## src/hw/rtl/vsc_pkg.sv

```systemverilog
// shared types and constants of the version string compare block
// no dependencies
`default_nettype none

package vsc_pkg;

    // scan modes of the back end
    localparam logic [1:0] MODE_TEXT  = 2'd0;
    localparam logic [1:0] MODE_INT   = 2'd1;
    localparam logic [1:0] MODE_FZERO = 2'd2;
    localparam logic [1:0] MODE_FDIG  = 2'd3;

    // character codes
    localparam logic [7:0] CH_NUL  = 8'h00;
    localparam logic [7:0] CH_ZERO = 8'h30;
    localparam logic [7:0] CH_NINE = 8'h39;

    // order codes, two's complement
    typedef logic [1:0] t_ord;
    localparam t_ord ORD_ZERO = 2'b00;
    localparam t_ord ORD_POS  = 2'b01;
    localparam t_ord ORD_NEG  = 2'b11;
    localparam t_ord ORD_BAD  = 2'b10;

    // queue between front and back
    localparam int QDEPTH  = 4;
    localparam int QPTR_W  = $clog2(QDEPTH);
    localparam int QCNT_W  = $clog2(QDEPTH + 1);

    // classified byte pair
    typedef struct packed {
        logic start;
        logic a_nul;
        logic b_nul;
        logic a_dig;
        logic b_dig;
        logic a_ch0;
        logic b_ch0;
        logic ne;
        t_ord cmp;
    } t_cls;

endpackage

`default_nettype wire

```

## src/hw/rtl/vsc_front.sv

```systemverilog
// front end: accepts byte pairs and classifies them into one register
// depends on vsc_pkg
`default_nettype none

module vsc_front import vsc_pkg::*; (
    input  wire logic       i_clk,
    input  wire logic       i_rst_n,
    input  wire logic       i_valid,
    output logic            o_ready,
    input  wire logic       i_start_req,
    input  wire logic [7:0] i_byte_a,
    input  wire logic [7:0] i_byte_b,
    output logic            o_cls_valid,
    input  wire logic       i_cls_ready,
    output t_cls            o_cls
);

    logic r_valid;
    t_cls r_cls;
    t_cls n_cls;

    always_comb begin
        n_cls.start = i_start_req;
        n_cls.a_nul = (i_byte_a == CH_NUL);
        n_cls.b_nul = (i_byte_b == CH_NUL);
        n_cls.a_dig = (i_byte_a >= CH_ZERO) && (i_byte_a <= CH_NINE);
        n_cls.b_dig = (i_byte_b >= CH_ZERO) && (i_byte_b <= CH_NINE);
        n_cls.a_ch0 = (i_byte_a == CH_ZERO);
        n_cls.b_ch0 = (i_byte_b == CH_ZERO);
        n_cls.ne    = (i_byte_a != i_byte_b);
        if (i_byte_a > i_byte_b) begin
            n_cls.cmp = ORD_POS;
        end else if (i_byte_a < i_byte_b) begin
            n_cls.cmp = ORD_NEG;
        end else begin
            n_cls.cmp = ORD_ZERO;
        end
    end

    assign o_ready     = !r_valid || i_cls_ready;
    assign o_cls_valid = r_valid;
    assign o_cls       = r_cls;

    always_ff @(posedge i_clk) begin
        if (!i_rst_n) begin
            r_valid <= 1'b0;
        end else if (o_ready) begin
            r_valid <= i_valid;
        end
    end

    always_ff @(posedge i_clk) begin
        if (i_valid && o_ready) begin
            r_cls <= n_cls;
        end
    end

endmodule

`default_nettype wire

```

## src/hw/rtl/vsc_queue.sv

```systemverilog
// short fifo of classified items between front and back
// depends on vsc_pkg
`default_nettype none

module vsc_queue import vsc_pkg::*; (
    input  wire logic i_clk,
    input  wire logic i_rst_n,
    input  wire logic i_push,
    input  wire t_cls i_cls,
    output logic      o_not_full,
    input  wire logic i_pop,
    output logic      o_not_empty,
    output t_cls      o_cls
);

    t_cls              r_mem [QDEPTH];
    logic [QPTR_W-1:0] r_wr_ptr;
    logic [QPTR_W-1:0] r_rd_ptr;
    logic [QCNT_W-1:0] r_count;
    logic              push_ok;
    logic              pop_ok;

    assign o_not_full  = (r_count != QCNT_W'(QDEPTH));
    assign o_not_empty = (r_count != '0);
    assign o_cls       = r_mem[r_rd_ptr];
    assign push_ok     = i_push && o_not_full;
    assign pop_ok      = i_pop && o_not_empty;

    always_ff @(posedge i_clk) begin
        if (!i_rst_n) begin
            r_wr_ptr <= '0;
            r_rd_ptr <= '0;
            r_count  <= '0;
        end else begin
            if (push_ok) begin
                r_wr_ptr <= r_wr_ptr + 1'b1;
            end
            if (pop_ok) begin
                r_rd_ptr <= r_rd_ptr + 1'b1;
            end
            if (push_ok && !pop_ok) begin
                r_count <= r_count + 1'b1;
            end else if (pop_ok && !push_ok) begin
                r_count <= r_count - 1'b1;
            end
        end
    end

    always_ff @(posedge i_clk) begin
        if (push_ok) begin
            r_mem[r_wr_ptr] <= i_cls;
        end
    end

`ifndef SYNTHESIS
    a_count_bound: assert property (@(posedge i_clk) disable iff (!i_rst_n)
        r_count <= QCNT_W'(QDEPTH))
        else $error("queue count above depth");
    a_count_drain: assert property (@(posedge i_clk) disable iff (!i_rst_n)
        (pop_ok && !push_ok) |=> (r_count == $past(r_count) - 1'b1))
        else $error("queue count did not drop on pop");
`endif

endmodule

`default_nettype wire

```

## src/hw/rtl/vsc_back.sv

```systemverilog
// back end: runs the scan mode machine and holds the result register
// depends on vsc_pkg
`default_nettype none

module vsc_back import vsc_pkg::*; (
    input  wire logic i_clk,
    input  wire logic i_rst_n,
    input  wire logic i_q_valid,
    output logic      o_q_pop,
    input  wire t_cls i_cls,
    output logic      o_valid,
    input  wire logic i_ready,
    output t_ord      o_order
);

    logic [1:0] r_mode;
    t_ord       r_pend;
    logic       r_fin;
    logic       r_out_valid;
    t_ord       r_order;

    logic [1:0] n_mode;
    t_ord       n_pend;
    logic       n_fin;
    logic       emit;
    t_ord       emit_val;
    logic       go_text;
    logic       both_dig;

    assign both_dig = i_cls.a_dig && i_cls.b_dig;

    always_comb begin
        n_mode   = i_cls.start ? MODE_TEXT : r_mode;
        n_pend   = i_cls.start ? ORD_ZERO : r_pend;
        n_fin    = i_cls.start ? 1'b0 : r_fin;
        emit     = 1'b0;
        emit_val = ORD_ZERO;
        go_text  = 1'b0;
        if (!n_fin) begin
            case (n_mode)
                MODE_INT: begin
                    if (both_dig) begin
                        if (n_pend == ORD_ZERO) begin
                            n_pend = i_cls.cmp;
                        end
                    end else if (i_cls.a_dig) begin
                        emit = 1'b1; emit_val = ORD_POS;
                    end else if (i_cls.b_dig) begin
                        emit = 1'b1; emit_val = ORD_NEG;
                    end else if (n_pend != ORD_ZERO) begin
                        emit = 1'b1; emit_val = n_pend;
                    end else begin
                        go_text = 1'b1;
                    end
                end
                MODE_FZERO: begin
                    if (i_cls.a_ch0 && i_cls.b_ch0) begin
                        n_mode = MODE_FZERO;
                    end else if (i_cls.a_ch0) begin
                        emit = 1'b1; emit_val = ORD_NEG;
                    end else if (i_cls.b_ch0) begin
                        emit = 1'b1; emit_val = ORD_POS;
                    end else if (!i_cls.a_dig && i_cls.b_dig) begin
                        emit = 1'b1; emit_val = ORD_POS;
                    end else if (i_cls.a_dig && !i_cls.b_dig) begin
                        emit = 1'b1; emit_val = ORD_NEG;
                    end else if (both_dig) begin
                        n_mode = MODE_FDIG;
                        if (i_cls.ne) begin
                            emit = 1'b1; emit_val = i_cls.cmp;
                        end
                    end else begin
                        go_text = 1'b1;
                    end
                end
                MODE_FDIG: begin
                    if (both_dig) begin
                        if (i_cls.ne) begin
                            emit = 1'b1; emit_val = i_cls.cmp;
                        end
                    end else begin
                        go_text = 1'b1;
                    end
                end
                default: begin
                    go_text = 1'b1;
                end
            endcase
        end
        // plain byte compare, also entered when a digit run ends
        if (go_text) begin
            n_mode = MODE_TEXT;
            if (i_cls.a_nul || i_cls.b_nul) begin
                emit = 1'b1; emit_val = i_cls.cmp;
            end else if (!both_dig) begin
                if (i_cls.ne) begin
                    emit = 1'b1; emit_val = i_cls.cmp;
                end
            end else if (i_cls.a_ch0 && i_cls.b_ch0) begin
                n_mode = MODE_FZERO;
            end else if (i_cls.a_ch0) begin
                emit = 1'b1; emit_val = ORD_NEG;
            end else if (i_cls.b_ch0) begin
                emit = 1'b1; emit_val = ORD_POS;
            end else begin
                n_mode = MODE_INT;
                n_pend = i_cls.cmp;
            end
        end
        if (emit) begin
            n_fin = 1'b1;
        end
    end

    assign o_q_pop = i_q_valid && (!r_out_valid || i_ready);
    assign o_valid = r_out_valid;
    assign o_order = r_order;

    always_ff @(posedge i_clk) begin
        if (!i_rst_n) begin
            r_mode      <= MODE_TEXT;
            r_pend      <= ORD_ZERO;
            r_fin       <= 1'b1;
            r_out_valid <= 1'b0;
        end else begin
            if (o_q_pop) begin
                r_mode <= n_mode;
                r_pend <= n_pend;
                r_fin  <= n_fin;
            end
            if (o_q_pop && emit) begin
                r_out_valid <= 1'b1;
            end else if (i_ready) begin
                r_out_valid <= 1'b0;
            end
        end
    end

    always_ff @(posedge i_clk) begin
        if (o_q_pop && emit) begin
            r_order <= emit_val;
        end
    end

`ifndef SYNTHESIS
    a_order_legal: assert property (@(posedge i_clk) disable iff (!i_rst_n)
        r_out_valid |-> (r_order != ORD_BAD))
        else $error("result holds an illegal order code");
    a_emit_ends: assert property (@(posedge i_clk) disable iff (!i_rst_n)
        (o_q_pop && emit) |=> (r_fin && r_out_valid))
        else $error("decided comparison not marked finished");
`endif

endmodule

`default_nettype wire

```

## src/hw/rtl/version_string_compare.sv

```systemverilog
// top level of the version string compare block
// depends on vsc_pkg, vsc_front, vsc_queue and vsc_back
//
// usage:
//   input channel (i_valid / o_ready) carries one byte pair per item:
//   i_byte_a and i_byte_b are the next bytes of the two strings, and
//   i_start_req marks the first pair of a new comparison. a zero byte ends
//   its string. items arriving after a comparison has been decided are
//   dropped until the next item with i_start_req set
//   output channel (o_valid / i_ready) carries one item per comparison:
//   o_order is -1, 0 or +1, the sign of the version order of a against b
//   throughput: one byte pair per cycle while the output is not stalled; the mode
//   update in the back end is combinational, so the pipe never bubbles by itself
//   path: a deciding pair passes the front register, the four-entry queue and
//   the result register, in that order, before its result is on o_order
//   stall: while the result register is full and i_ready is low the back
//   end stops; the queue and front register still absorb up to five more
//   items before o_ready falls
//   reset: synchronous, active low; the block comes up idle, waiting for
//   an item with i_start_req set, with empty queue and no result pending
`default_nettype none

module version_string_compare import vsc_pkg::*; (
    input  wire logic              i_clk,
    input  wire logic              i_rst_n,
    input  wire logic              i_valid,
    output logic                   o_ready,
    input  wire logic              i_start_req,
    input  wire logic [7:0]        i_byte_a,
    input  wire logic [7:0]        i_byte_b,
    output logic                   o_valid,
    input  wire logic              i_ready,
    output logic signed [1:0]      o_order
);

    // front register to queue
    logic cls_valid;
    logic cls_ready;
    t_cls front_cls;

    // queue to back end
    logic q_not_empty;
    logic q_pop;
    t_cls q_cls;
    t_ord back_order;

    vsc_front u_front (
        .i_clk       (i_clk),
        .i_rst_n     (i_rst_n),
        .i_valid     (i_valid),
        .o_ready     (o_ready),
        .i_start_req (i_start_req),
        .i_byte_a    (i_byte_a),
        .i_byte_b    (i_byte_b),
        .o_cls_valid (cls_valid),
        .i_cls_ready (cls_ready),
        .o_cls       (front_cls)
    );

    // the queue lets the front keep taking items while the back is held
    vsc_queue u_queue (
        .i_clk       (i_clk),
        .i_rst_n     (i_rst_n),
        .i_push      (cls_valid),
        .i_cls       (front_cls),
        .o_not_full  (cls_ready),
        .i_pop       (q_pop),
        .o_not_empty (q_not_empty),
        .o_cls       (q_cls)
    );

    // back end pops one classified item per cycle while the queue holds one and
    // its result register is free or being emptied
    vsc_back u_back (
        .i_clk     (i_clk),
        .i_rst_n   (i_rst_n),
        .i_q_valid (q_not_empty),
        .o_q_pop   (q_pop),
        .i_cls     (q_cls),
        .o_valid   (o_valid),
        .i_ready   (i_ready),
        .o_order   (back_order)
    );

    assign o_order = $signed(back_order);

endmodule

`default_nettype wire

```

## config.mk

```make
export PLATFORM = sky130hd
export DESIGN_NAME = version_string_compare
export DESIGN_NICKNAME = d
export VERILOG_FILES = /design/src/hw/rtl/vsc_pkg.sv /design/src/hw/rtl/vsc_front.sv /design/src/hw/rtl/vsc_queue.sv /design/src/hw/rtl/vsc_back.sv /design/src/hw/rtl/version_string_compare.sv
export SDC_FILE = /design/constraint.sdc
export NUM_CORES = 1
export LEC_CHECK = 0
export BUFFER_PORTS_ARGS = -buffer_cell sky130_fd_sc_hd__buf_2
export CAP_MARGIN = 0
export CORE_UTILIZATION = 45
export CTS_CLUSTER_SIZE = 14
export DETAILED_ROUTE_END_ITERATION = 6
export PLACE_DENSITY = 0.6
export RECOVER_POWER = 50
export SKIP_LAST_GASP = 1
export SYNTH_ARGS = -nofsm -noshare
export SYNTH_HDL_FRONTEND = slang
export SYNTH_SLANG_ARGS = --single-unit
```

## constraint.sdc

```tcl
create_clock -name i_clk -period 4.1 [get_ports i_clk]
set_input_delay 1.025 -clock i_clk [delete_from_list [all_inputs] [get_ports i_clk]]
set_output_delay 1.025 -clock i_clk [all_outputs]
set_load 0.02 [all_outputs]
```

==> summary.md, run 1 <==
| Metric | Value |
|---|---|
| Status | finished clean |
| Max VDD drop | 0.2346 mV |
| Slew Viols, Final | 0 |
| Fillers | 629 |
| Number of diodes | 0 |
| Endpoints failing hold | 0 |
| Drt first pass iters | 4 |
| Clk slew on worst S/H paths | 0.07 ns |
| Initial Util | 47.71% |
| Die W | 88.03 um |
| Mapped Nets | 295 |
| IO buf count | 24 |
| Drt drc | 0 |
| Worst Tran Pin Value | 1.108 ns |
| Die footprint | 7749 um^2 |
| Clock latency on the worst-skew pair | 0.33 ns |
| Pin count of the biggest net entering global routing | 19 |
| Mean post-synth cell area | 12.81 um^2 |
| Reg-to-reg slack, setup | 1.32 ns |
| Largest cells by area after synthesis | edfxtp_1, dfxtp_1, mux4_1 |
| Routability Congestion | 0.8769 |
| Ys async rst share | 0% |
| Worst Reg-to-Reg Cells | 6 |
| H-Tree Level Count | 3 |
| CP Class | reg2reg |
| Unrepaired setup endpoints after global routing | no |
| Area grow syn2layout | 11.08% |
| Hold Path Origin | u_front.o_cls[5] |
| Max-Cap Viols | 0 |
| Distinct cells, synth | 57 |
| Worst slack at placement | 1.110 ns |
| Post-route cell area | 3700 um^2 |
| Crit path arrival time | 2.83 ns |
| Synth Flop Type | edfxtp_1 |
| Post-synth EDFFs | 52 |
| Rel. slew slack | 25.80% |
| Sequential element share of the synthesized area | 56.50% |
| Critical path endpoint category | flip-flop |
| Global-route wire length before repair | 9563 um |
| Share of cells above drive strength 1 | 16.38% |
| Dpl cells | 373 |
| DP Area | 3522 um^2 |
| Avg WL per Cell | 14.91 um |
| Hold buffer count at cts | 0 |
| Hold depth | 0 |
| Final Skew | 0.01171 ns |
| Most common library cells after synthesis | edfxtp_1, nor2_1, dfxtp_1, inv_1 |
| Total leakage power | 1.342 nW |
| Final TNS setup | 0 ns |
| Post-route ant nets | 0 |
| Std-Cell Rows | 30 |
| Vias in the first global route | 2043 |
| Hold Path Class | reg2reg |
| R2r endpoint | u_back.o_order[1] |
| Dpl hpwl | 4264 um |
| Wirelength, routed | 5800 um |
| Layout Cells excl Fill | 389 |
| DR iter-0 viols | 81 |
| Root buf cell | clkbuf_8 |
| Hold endpoint | u_queue.r_mem[0][5] |
| CP required | 4.16 ns |
| CTS tree | yes |
| Ports | 25 |
| Count leader, synth | edfxtp_1 |
| Clock Tree Buf Depth | 2 |
| Peak fanout along the critical path | 12 |
| Number of vias per cell | 5.442 |
| FF+latch count, synth | 68 |
| Top-area cell type share of the netlist area | 46.88% |
| Max frequency | 0.3603 GHz |
| GRT Residual Overflow | 0 |
| Fin crit share | 67.69% |
| Via count | 2117 |
| Die Y | 88.03 um |
| Fin nets | 323 |
| Largest area contributor in the netlist | edfxtp_1 |
| Initial antenna violation count | 0 |
| Setup WS post-layout | 1.325 ns |
| Post-CTS setup buffers | 0 |
| Num CTS Buffers | 9 |
| Mapped Cells | 260 |
| Overall power | 2.034 mW |
| Worst setup SP type | flip-flop |
| Mapped cell area | 3331 um^2 |
| PostCTS Resize Cnt | 0 |
| Clock Sinks | 68 |
| YS warnings | 0 |
| GR Util All Layers | 16.76% |
| Total core area | 6982 um^2 |
| Fin crit period | 2.775 ns |
| Power per cell area | 549.9 nW/um^2 |
| Final setup fails | 0 |
layout make-up:
type / instances / area, um^2 / area share (%)
flip-flops and latches: 68 / 1882 / 50.86
multi-input cells: 169 / 1340 / 36.22
clock inverters: 3 / 17.52 / 0.4735
inverters: 16 / 60.06 / 1.623
repair buffers: 24 / 111.4 / 3.010
well taps: 96 / 120.1 / 3.247
clock buffers: 13 / 168.9 / 4.565
flip-flops by register name (all words and copies together), names as in the netlist, named ones only:
register	count
u_queue.r_count	3
u_back.r_fin	1
u_front.o_cls_valid	1
u_back.o_valid	1
u_back.o_order	2
u_queue.r_wr_ptr	2
u_back.r_mode	2
u_front.o_cls	10
u_queue.r_mem	40
u_queue.r_rd_ptr	2
u_back.r_pend	2
worst max-delay path by stage:
stage / slack, ns / cells after the start / to / start
after floorplan: 1.27 / 10 / u_queue.r_count[2] / i_ready
after global placement: 1.17 / 10 / u_queue.r_count[2] / i_ready
after detailed placement: 1.11 / 10 / u_queue.r_count[2] / i_ready
after CTS: 1.29 / 6 / u_back.o_order[0] / flip-flop
after global routing: 1.16 / 6 / u_back.o_order[1] / flip-flop
final: 1.32 / 6 / u_back.o_order[1] / flip-flop
power breakdown:
| part | switching [mW] | leakage [nW] | internal (mW) |
|---|---|---|---|
| clock network | 0.237 | 0.100 | 0.269 |
| registers | 0.0855 | 0.603 | 0.830 |
| logic | 0.352 | 0.638 | 0.261 |
| total | 0.675 | 1.34 | 1.36 |
critical path, stage by stage, from the launching register on:
cell      delay, ns
dfxtp_1        0.74
mux4_1         0.75
and4bb_2       0.30
a221o_1        0.33
o311ai_2       0.10
a22oi_2        0.16
inv_1          0.11
layer usage:
layer  vias to the layer above  global-route usage, %  part of all wire [%]
met5                         -                      0                     0
met4                         0                  9.091                   2.6
met3                        14                  3.676                   3.3
met2                        57                  26.71                    48
met1                      1011                  21.46                    46
li1                       1035                      -                     -
through the flow:
step           hold WS, ns  utilization [%]
2_1_floorplan       0.4587                -
3_3_place_gp        0.4824            50.45
3_5_place_dp        0.4909            50.45
4_1_cts             0.5084            53.12
5_1_grt             0.5268            52.99
6_report            0.5064            52.99
placed cells by master (no fill, tap or decap), types with 4 or more instances in the layout:
cell type,count
clkbuf_8,12
or3_1,4
buf_2,17
ha_1,13
a21oi_1,13
nor2b_1,4
clkbuf_1,8
nor3_1,4
xnor2_1,4
o21ai_0,7
inv_1,16
and2_1,7
mux4_1,7
edfxtp_1,52
nor2_1,24
nand3_1,8
dfxtp_1,16
nand2_1,13
cell families (layout without fill, tap and decap cells):
group,Yosys count,in the layout,share of synthesized area [%]
DFF,68,68,56.50
AOI/OAI and AO/OA,48,48,10.67
xor gates and xnor gates,6,6,1.578
buffers and inverters,23,56,3.268
and+or+nand+nor,87,87,13.71
adders and majority gates,14,14,5.485
muxes,14,14,8.790
(Power assumes the default switching activity.)
==> inputs of run 2 (changes only) <==
PLACE_DENSITY = 0.62   (was 0.6)
clock period = 2.2 ns   (was 4.1 ns; I/O delays follow)
==> run 2 against run 1 <==
  * The run now ends with setup timing left
  * Register-to-register slack got worse by 1.3 ns
  * Sequential power up 82%
  * Non-clock buffer count grew 28
  * Sequential cell count stayed put
  * Global-route usage grew 0.29 points
  * Critical path depth unchanged
  * Maximum frequency grew 26%
==> summary.md, run 2 (synthesis results as in run 1) <==
| Metric | Value |
|---|---|
| Critical path endpoint category | flip-flop |
| Failing checks | setup timing |
| Drt first pass iters | 4 |
| Final Util | 56.51% |
| DR iter-0 viols | 107 |
| Root buf cell | clkbuf_8 |
| Clock Sinks | 68 |
| Area grow syn2layout | 18.44% |
| Total leakage power | 1.481 nW |
| Ports | 25 |
| Slowest cell on crit path | mux4_2 |
| Clk slew on worst S/H paths | 0.07 ns |
| Worst setup SP type | flip-flop |
| Number of diodes | 0 |
| IO buf count | 24 |
| Final setup fails | 2 |
| DP Area | 3739 um^2 |
| Max reg flops | 40 |
| CP required | 2.25 ns |
| Max-Cap Viols | 0 |
| Max frequency | 0.4539 GHz |
| Final Skew | 0.007857 ns |
| Clock power frac | 23.3% |
| Worst Tran Pin Value | 0.6003 ns |
| Setup WS post-layout | -0.003060 ns |
| Worst path top cell family by delay | compound AO/OA/AOI/OAI gates |
| H-Tree Level Count | 3 |
| Die footprint | 7749 um^2 |
| Std-Cell Rows | 30 |
| Unrepaired setup endpoints after global routing | yes |
| Via count | 2156 |
| Comb pwr share | 36.3% |
| Status | finished with violations |
| Die W | 88.03 um |
| Avg WL per Cell | 13.87 um |
| Peak fanout along the critical path | 8 |
| Clock Tree Buf Depth | 2 |
| CP Class | reg2reg |
| Leading cell types in the layout, fill and taps excluded | edfxtp_1, buf_4, nor2_1, buf_2 |
| Crit path cell chain | mux4_2 > a211o_1 > a221o_1 > o311ai_2 > a22oi_2 > inv_1 |
| Dpl hpwl | 4428 um |
| Fillers | 601 |
| Drt drc | 0 |
| GRT Residual Overflow | 0 |
| Routability Congestion | 0.8983 |
| Initial Util | 47.71% |
| CTS tree | yes |
| Bufs and invs on worst path | 1 |
| Crit path arrival time | 2.26 ns |
| Fin crit period | 2.203 ns |
| Commonest non-fill, non-tap cell in the layout | edfxtp_1 |
| Fin nets | 351 |
| Slew Viols, Final | 0 |
| Share of cells above drive strength 1 | 27.73% |
| Internal | 2.804 mW |
| Power per cell area | 1049 nW/um^2 |
| Number of vias per cell | 5.170 |
| Post-route cell area | 3945 um^2 |
| Fin crit share | 100.1% |
| Vias in the first global route | 2048 |
| Max stage delay on crit path | 0.58 ns |
| Pin count of the biggest net entering global routing | 19 |
| Seq pwr share | 40.4% |
| Sw power | 1.334 mW |
| Endpoints failing hold | 0 |
| Initial antenna violation count | 0 |
| Post-route ant nets | 0 |
| Wirelength, routed | 5785 um |
| Total core area | 6982 um^2 |
| Clock latency on the worst-skew pair | 0.34 ns |
| Worst slack at placement | -0.09110 ns |
| GR Util All Layers | 17.05% |
| Rel. slew slack | 59.98% |
| Switch share | 32.23% |
| Hold Path Class | in2reg |
| Num CTS Buffers | 9 |
| Register bank with the most flops | u_queue.r_mem |
| Die Y | 88.03 um |
| Max VDD drop | 0.3225 mV |
| Global-route wire length before repair | 9584 um |
[run 2: cell types whose count changed in the layout (fill, tap and decap cells not counted), moves of 2 or more]
cell	previous run	this run
clkbuf_1	8	4
clkbuf_8	12	9
mux4_1	7	4
o21ai_0	7	4
buf_2	17	23
clkinvlp_4	0	2
o21ai_1	0	3
and2_1	7	10
mux4_2	3	6
and2_0	3	0
buf_4	0	26
[run 2: power by group through the flow]
stage | Sequential [mW] | Combinational (mW) | Clock (mW)
final | 1.67 | 1.50 | 0.964
after global routing | 1.70 | 1.66 | 1.04
after CTS | 1.67 | 1.49 | 0.989
after detailed placement | 1.69 | 1.44 | 0
after global placement | 1.69 | 1.43 | 0
after floorplan | 1.69 | 0.970 | 0
[run 2: stage by stage]
| step | setup TNS (ns) | total power, mW | instances | hold WS [ns] |
|---|---|---|---|---|
| 6_report | -0.006091 | 4.137 | 417 | 0.3914 |
| 5_1_grt | -0.4453 | 4.390 | 417 | 0.3839 |
| 4_1_cts | -0.02102 | 4.148 | 417 | 0.3744 |
| 3_5_place_dp | -0.4534 | 3.132 | 401 | 0.4753 |
| 3_3_place_gp | -0.1779 | 3.122 | 401 | 0.4763 |
| 2_1_floorplan | -0.2393 | 2.661 | 260 | 0.4587 |
[run 2: metal layers]
| metal | global-route usage (%) | vias up | part of all wire [%] |
|---|---|---|---|
| met5 | 0 | - | 0 |
| met4 | 8.944 | 0 | 2.7 |
| met1 | 21.27 | 1010 | 46 |
| met3 | 4.241 | 13 | 3.3 |
| met2 | 27.55 | 48 | 48 |
| li1 | - | 1085 | - |
[run 2: cell type report]
type | count | area [um^2] | area share (%)
sequential | 68 | 1886 | 47.80
multi-input combinational | 169 | 1363 | 34.54
timing repair buffer | 52 | 329.1 | 8.341
clock buffer | 11 | 131.4 | 3.330
tap | 96 | 120.1 | 3.045
inverter | 16 | 62.56 | 1.586
clock inverter | 5 | 53.80 | 1.364
[run 2: path summary, 6_finish.rpt]
kind	from	end	slack [ns]	cells after the start
worst max-delay path	flip-flop	u_back.o_order[0]	-0.003	6
worst min-delay path	i_start_req	u_front.o_cls[9]	0.39	1
worst max register to register	flip-flop	u_back.o_order[0]	-0.003	6
worst min register to register	u_front.o_cls[4]	u_queue.r_mem[1][4]	0.49	0
[run 2: what timing repair did]
action	CTS	global route
buffers inserted	0	0
pin swaps	1	2
endpoints found under the setup margin	8	11
gates cloned	0	0
gates resized for setup	5	10
hold buffers	0	0
[run 2: worst reg2reg max path, stage by stage, from the launching register on]
cell	delay, ns
dfxtp_4	0.42
mux4_2	0.58
a211o_1	0.33
a221o_1	0.28
o311ai_2	0.09
a22oi_2	0.13
inv_1	0.09
==> inputs of run 3 (changes only) <==
ABC_AREA = 1   (was default)
==> run 3 against run 2 <==
  * Maximum frequency grew 12%
  * Largest cell class unchanged
  * Highest routed layer unchanged
  * Wire length grew 16%
  * Core utilization shrank 2.8 points
  * Total power grew 14%
  * Synthesized cell count grew 45%
  * The flow now finishes without violations
  * Largest power group is now combinational cells
  * Via count grew 21%
  * Area after synthesis grew 3.8%
  * Global-route usage grew 1.8 points
==> summary.md, run 3 <==
| Metric | Value |
|---|---|
| Number of vias per cell | 4.987 |
| Final setup fails | 0 |
| Dpl cells | 510 |
| Power per cell area | 1199 nW/um^2 |
| Fin nets | 457 |
| Bufs and invs on worst path | 1 |
| Post-route ant nets | 0 |
| Worst slack at placement | 0.06589 ns |
| YS warnings | 0 |
| Post-synth EDFFs | 52 |
| Crit path cell chain | buf_4 > or2_2 > nand3_1 > nand2_2 > nand2_1 > nand3_1 > nand2_1 > nand3_2 > nand2_1 > nand2_1 > nand2_1 > nand3_1 > nand2_1 > nand2_1 |
| Clock latency on the worst-skew pair | 0.33 ns |
| Root buf cell | clkbuf_8 |
| GR Util All Layers | 18.82% |
| Mapped Nets | 411 |
| Dpl hpwl | 4954 um |
| Die W | 89.65 um |
| Avg WL per Cell | 12.73 um |
| Final TNS setup | 0 ns |
| Drt drc | 0 |
| Layout Cells excl Fill | 525 |
| Distinct cells, synth | 33 |
| Leading cell types in the layout, fill and taps excluded | nand2_1, inv_1, edfxtp_1 |
| Worst hold margin | 0.3911 ns |
| Routability Congestion | 0.8556 |
| Num CTS Buffers | 9 |
| Clk slew on worst S/H paths | 0.07 ns |
| Crit path arrival time | 2.04 ns |
| Drt first pass iters | 5 |
| Clock Sinks | 68 |
| Post-route cell area | 3936 um^2 |
| Internal | 2.792 mW |
| Max stage delay on crit path | 0.34 ns |
| Sequential element share of the synthesized area | 54.43% |
| DR iter-0 viols | 113 |
| Area grow syn2layout | 13.86% |
| Largest cells by area after synthesis | edfxtp_1, nand2_1, dfxtp_1 |
| CP Class | reg2reg |
| Slowest cell on crit path | dfxtp_2 |
| Synth Flop Type | edfxtp_1 |
| Commonest non-fill, non-tap cell in the layout | nand2_1 |
| Worst Tran Pin Value | 0.6388 ns |
| Rel. slew slack | 57.41% |
| Comb pwr share | 43.6% |
| Worst path top cell family by delay | simple AND/OR/NAND/NOR gates |
| Pin count of the biggest net entering global routing | 17 |
| Vias in the first global route | 2423 |
| Die footprint | 8037 um^2 |
| Final Skew | 0.008041 ns |
| Std-Cell Rows | 31 |
| Ys async rst share | 0% |
| Initial antenna violation count | 0 |
| Most common library cells after synthesis | nand2_1, inv_1, edfxtp_1 |
| Seq pwr share | 36.4% |
| Peak fanout along the critical path | 7 |
| Hold buffer count at cts | 0 |
| Endpoints failing hold | 0 |
| Share of cells above drive strength 1 | 17.14% |
| Count leader, synth | nand2_1 |
| Largest area contributor in the netlist | edfxtp_1 |
| Status | finished clean |
| CTS tree | yes |
| Ports | 25 |
| Mapped Cells | 376 |
| Mapped cell area | 3457 um^2 |
| Total core area | 7331 um^2 |
| Top-area cell type share of the netlist area | 45.17% |
| H-Tree Level Count | 3 |
| Slew Viols, Final | 0 |
| Worst setup SP type | flip-flop |
| Via count | 2618 |
| Wirelength, routed | 6685 um |
| PostCTS Resize Cnt | 0 |
| Fillers | 662 |
| Max VDD drop | 0.4390 mV |
| Max reg flops | 40 |
| Setup WS post-layout | 0.2406 ns |
| Sw power | 1.929 mW |
| IO buf count | 24 |
| Switch share | 40.87% |
| Max-Cap Viols | 0 |
| Fin crit period | 1.959 ns |
| Register bank with the most flops | u_queue.r_mem |
| Clock power frac | 20.0% |
| Clock Tree Buf Depth | 2 |
| Final Util | 53.70% |
| Initial Util | 47.16% |
| Total leakage power | 1.697 nW |
| Max frequency | 0.5104 GHz |
| Unrepaired setup endpoints after global routing | no |
| Post-CTS setup buffers | 0 |
| Number of diodes | 0 |
| FF+latch count, synth | 68 |
| Fin crit share | 89.07% |
| Die Y | 89.65 um |
| Overall power | 4.721 mW |
| GRT Residual Overflow | 0 |
| Global-route wire length before repair | 10950 um |
| CP most frequent cell | nand2_1 |
| DP Area | 3777 um^2 |
| Critical path endpoint category | flip-flop |
| CP required | 2.28 ns |
| Hold Path Class | in2reg |
| Mean post-synth cell area | 9.194 um^2 |
[run 3: cell types whose count changed after synthesis, sizes merged, moves of 10 or more]
cell	previous run	this run
inv	16	60
a21oi	14	32
nand3	8	34
o21ai	7	21
nand2	13	96
mux4	10	0
and2	10	0
[run 3: kinds of logic after synthesis]
kind of cell / count (synthesis) / synth area share [%]
buffers and inverters: 66 / 8.252
and+or+nand+nor: 169 / 22.76
AOI/OAI and AO/OA: 58 / 9.012
adders and majority gates: 14 / 5.284
xor gates and xnor gates: 1 / 0.2534
DFF: 68 / 54.43
[run 3: final cells by class]
cell class | instances | area (um^2) | share of cell area (%)
sequential | 68 | 1883 | 47.84
multi-input combinational | 242 | 1295 | 32.90
inverter | 60 | 227.7 | 5.785
timing repair buffer | 41 | 225.2 | 5.722
clock buffer | 10 | 127.6 | 3.242
tap | 99 | 123.9 | 3.147
clock inverter | 5 | 53.80 | 1.367
[run 3: worst paths after layout]
check	slack [ns]	depth (start not counted)	to	start
worst min register to register	0.49	2	u_queue.r_rd_ptr[1]	u_queue.r_rd_ptr[1]
worst min-delay path	0.39	1	u_front.o_cls[9]	i_start_req
worst max-delay path	0.24	14	u_back.o_order[1]	flip-flop
worst max register to register	0.24	14	u_back.o_order[1]	flip-flop
[run 3: worst reg2reg max path, cell delays in order (launching register included)]
cell and delay [ns]:
dfxtp_2 0.34, buf_4 0.16, or2_2 0.29, nand3_1 0.08, nand2_2 0.10, nand2_1 0.13, nand3_1 0.08, nand2_1 0.08
nand3_2 0.08, nand2_1 0.09, nand2_1 0.06, nand2_1 0.05, nand3_1 0.07, nand2_1 0.06, nand2_1 0.06
[run 3: per-layer routing]
layer | part of all wire (%) | global-route usage, % | up-vias | routed length, um
li1 | - | - | 1352 | -
met1 | 46 | 22.41 | 1197 | 3078
met2 | 49 | 32.02 | 59 | 3266
met3 | 3.3 | 3.839 | 10 | 220
met4 | 1.8 | 10.25 | 0 | 119
met5 | 0 | 0 | - | 0
[run 3: power by group through the flow]
| stage | logic [mW] | registers (mW) | clock network [mW] |
|---|---|---|---|
| 5_1_grt | 2.35 | 1.74 | 1.02 |
| 4_1_cts | 2.09 | 1.72 | 0.965 |
| 6_report | 2.06 | 1.72 | 0.944 |
| 3_5_place_dp | 2.08 | 1.74 | 0 |
| 2_1_floorplan | 1.56 | 1.74 | 0 |
| 3_3_place_gp | 2.05 | 1.74 | 0 |
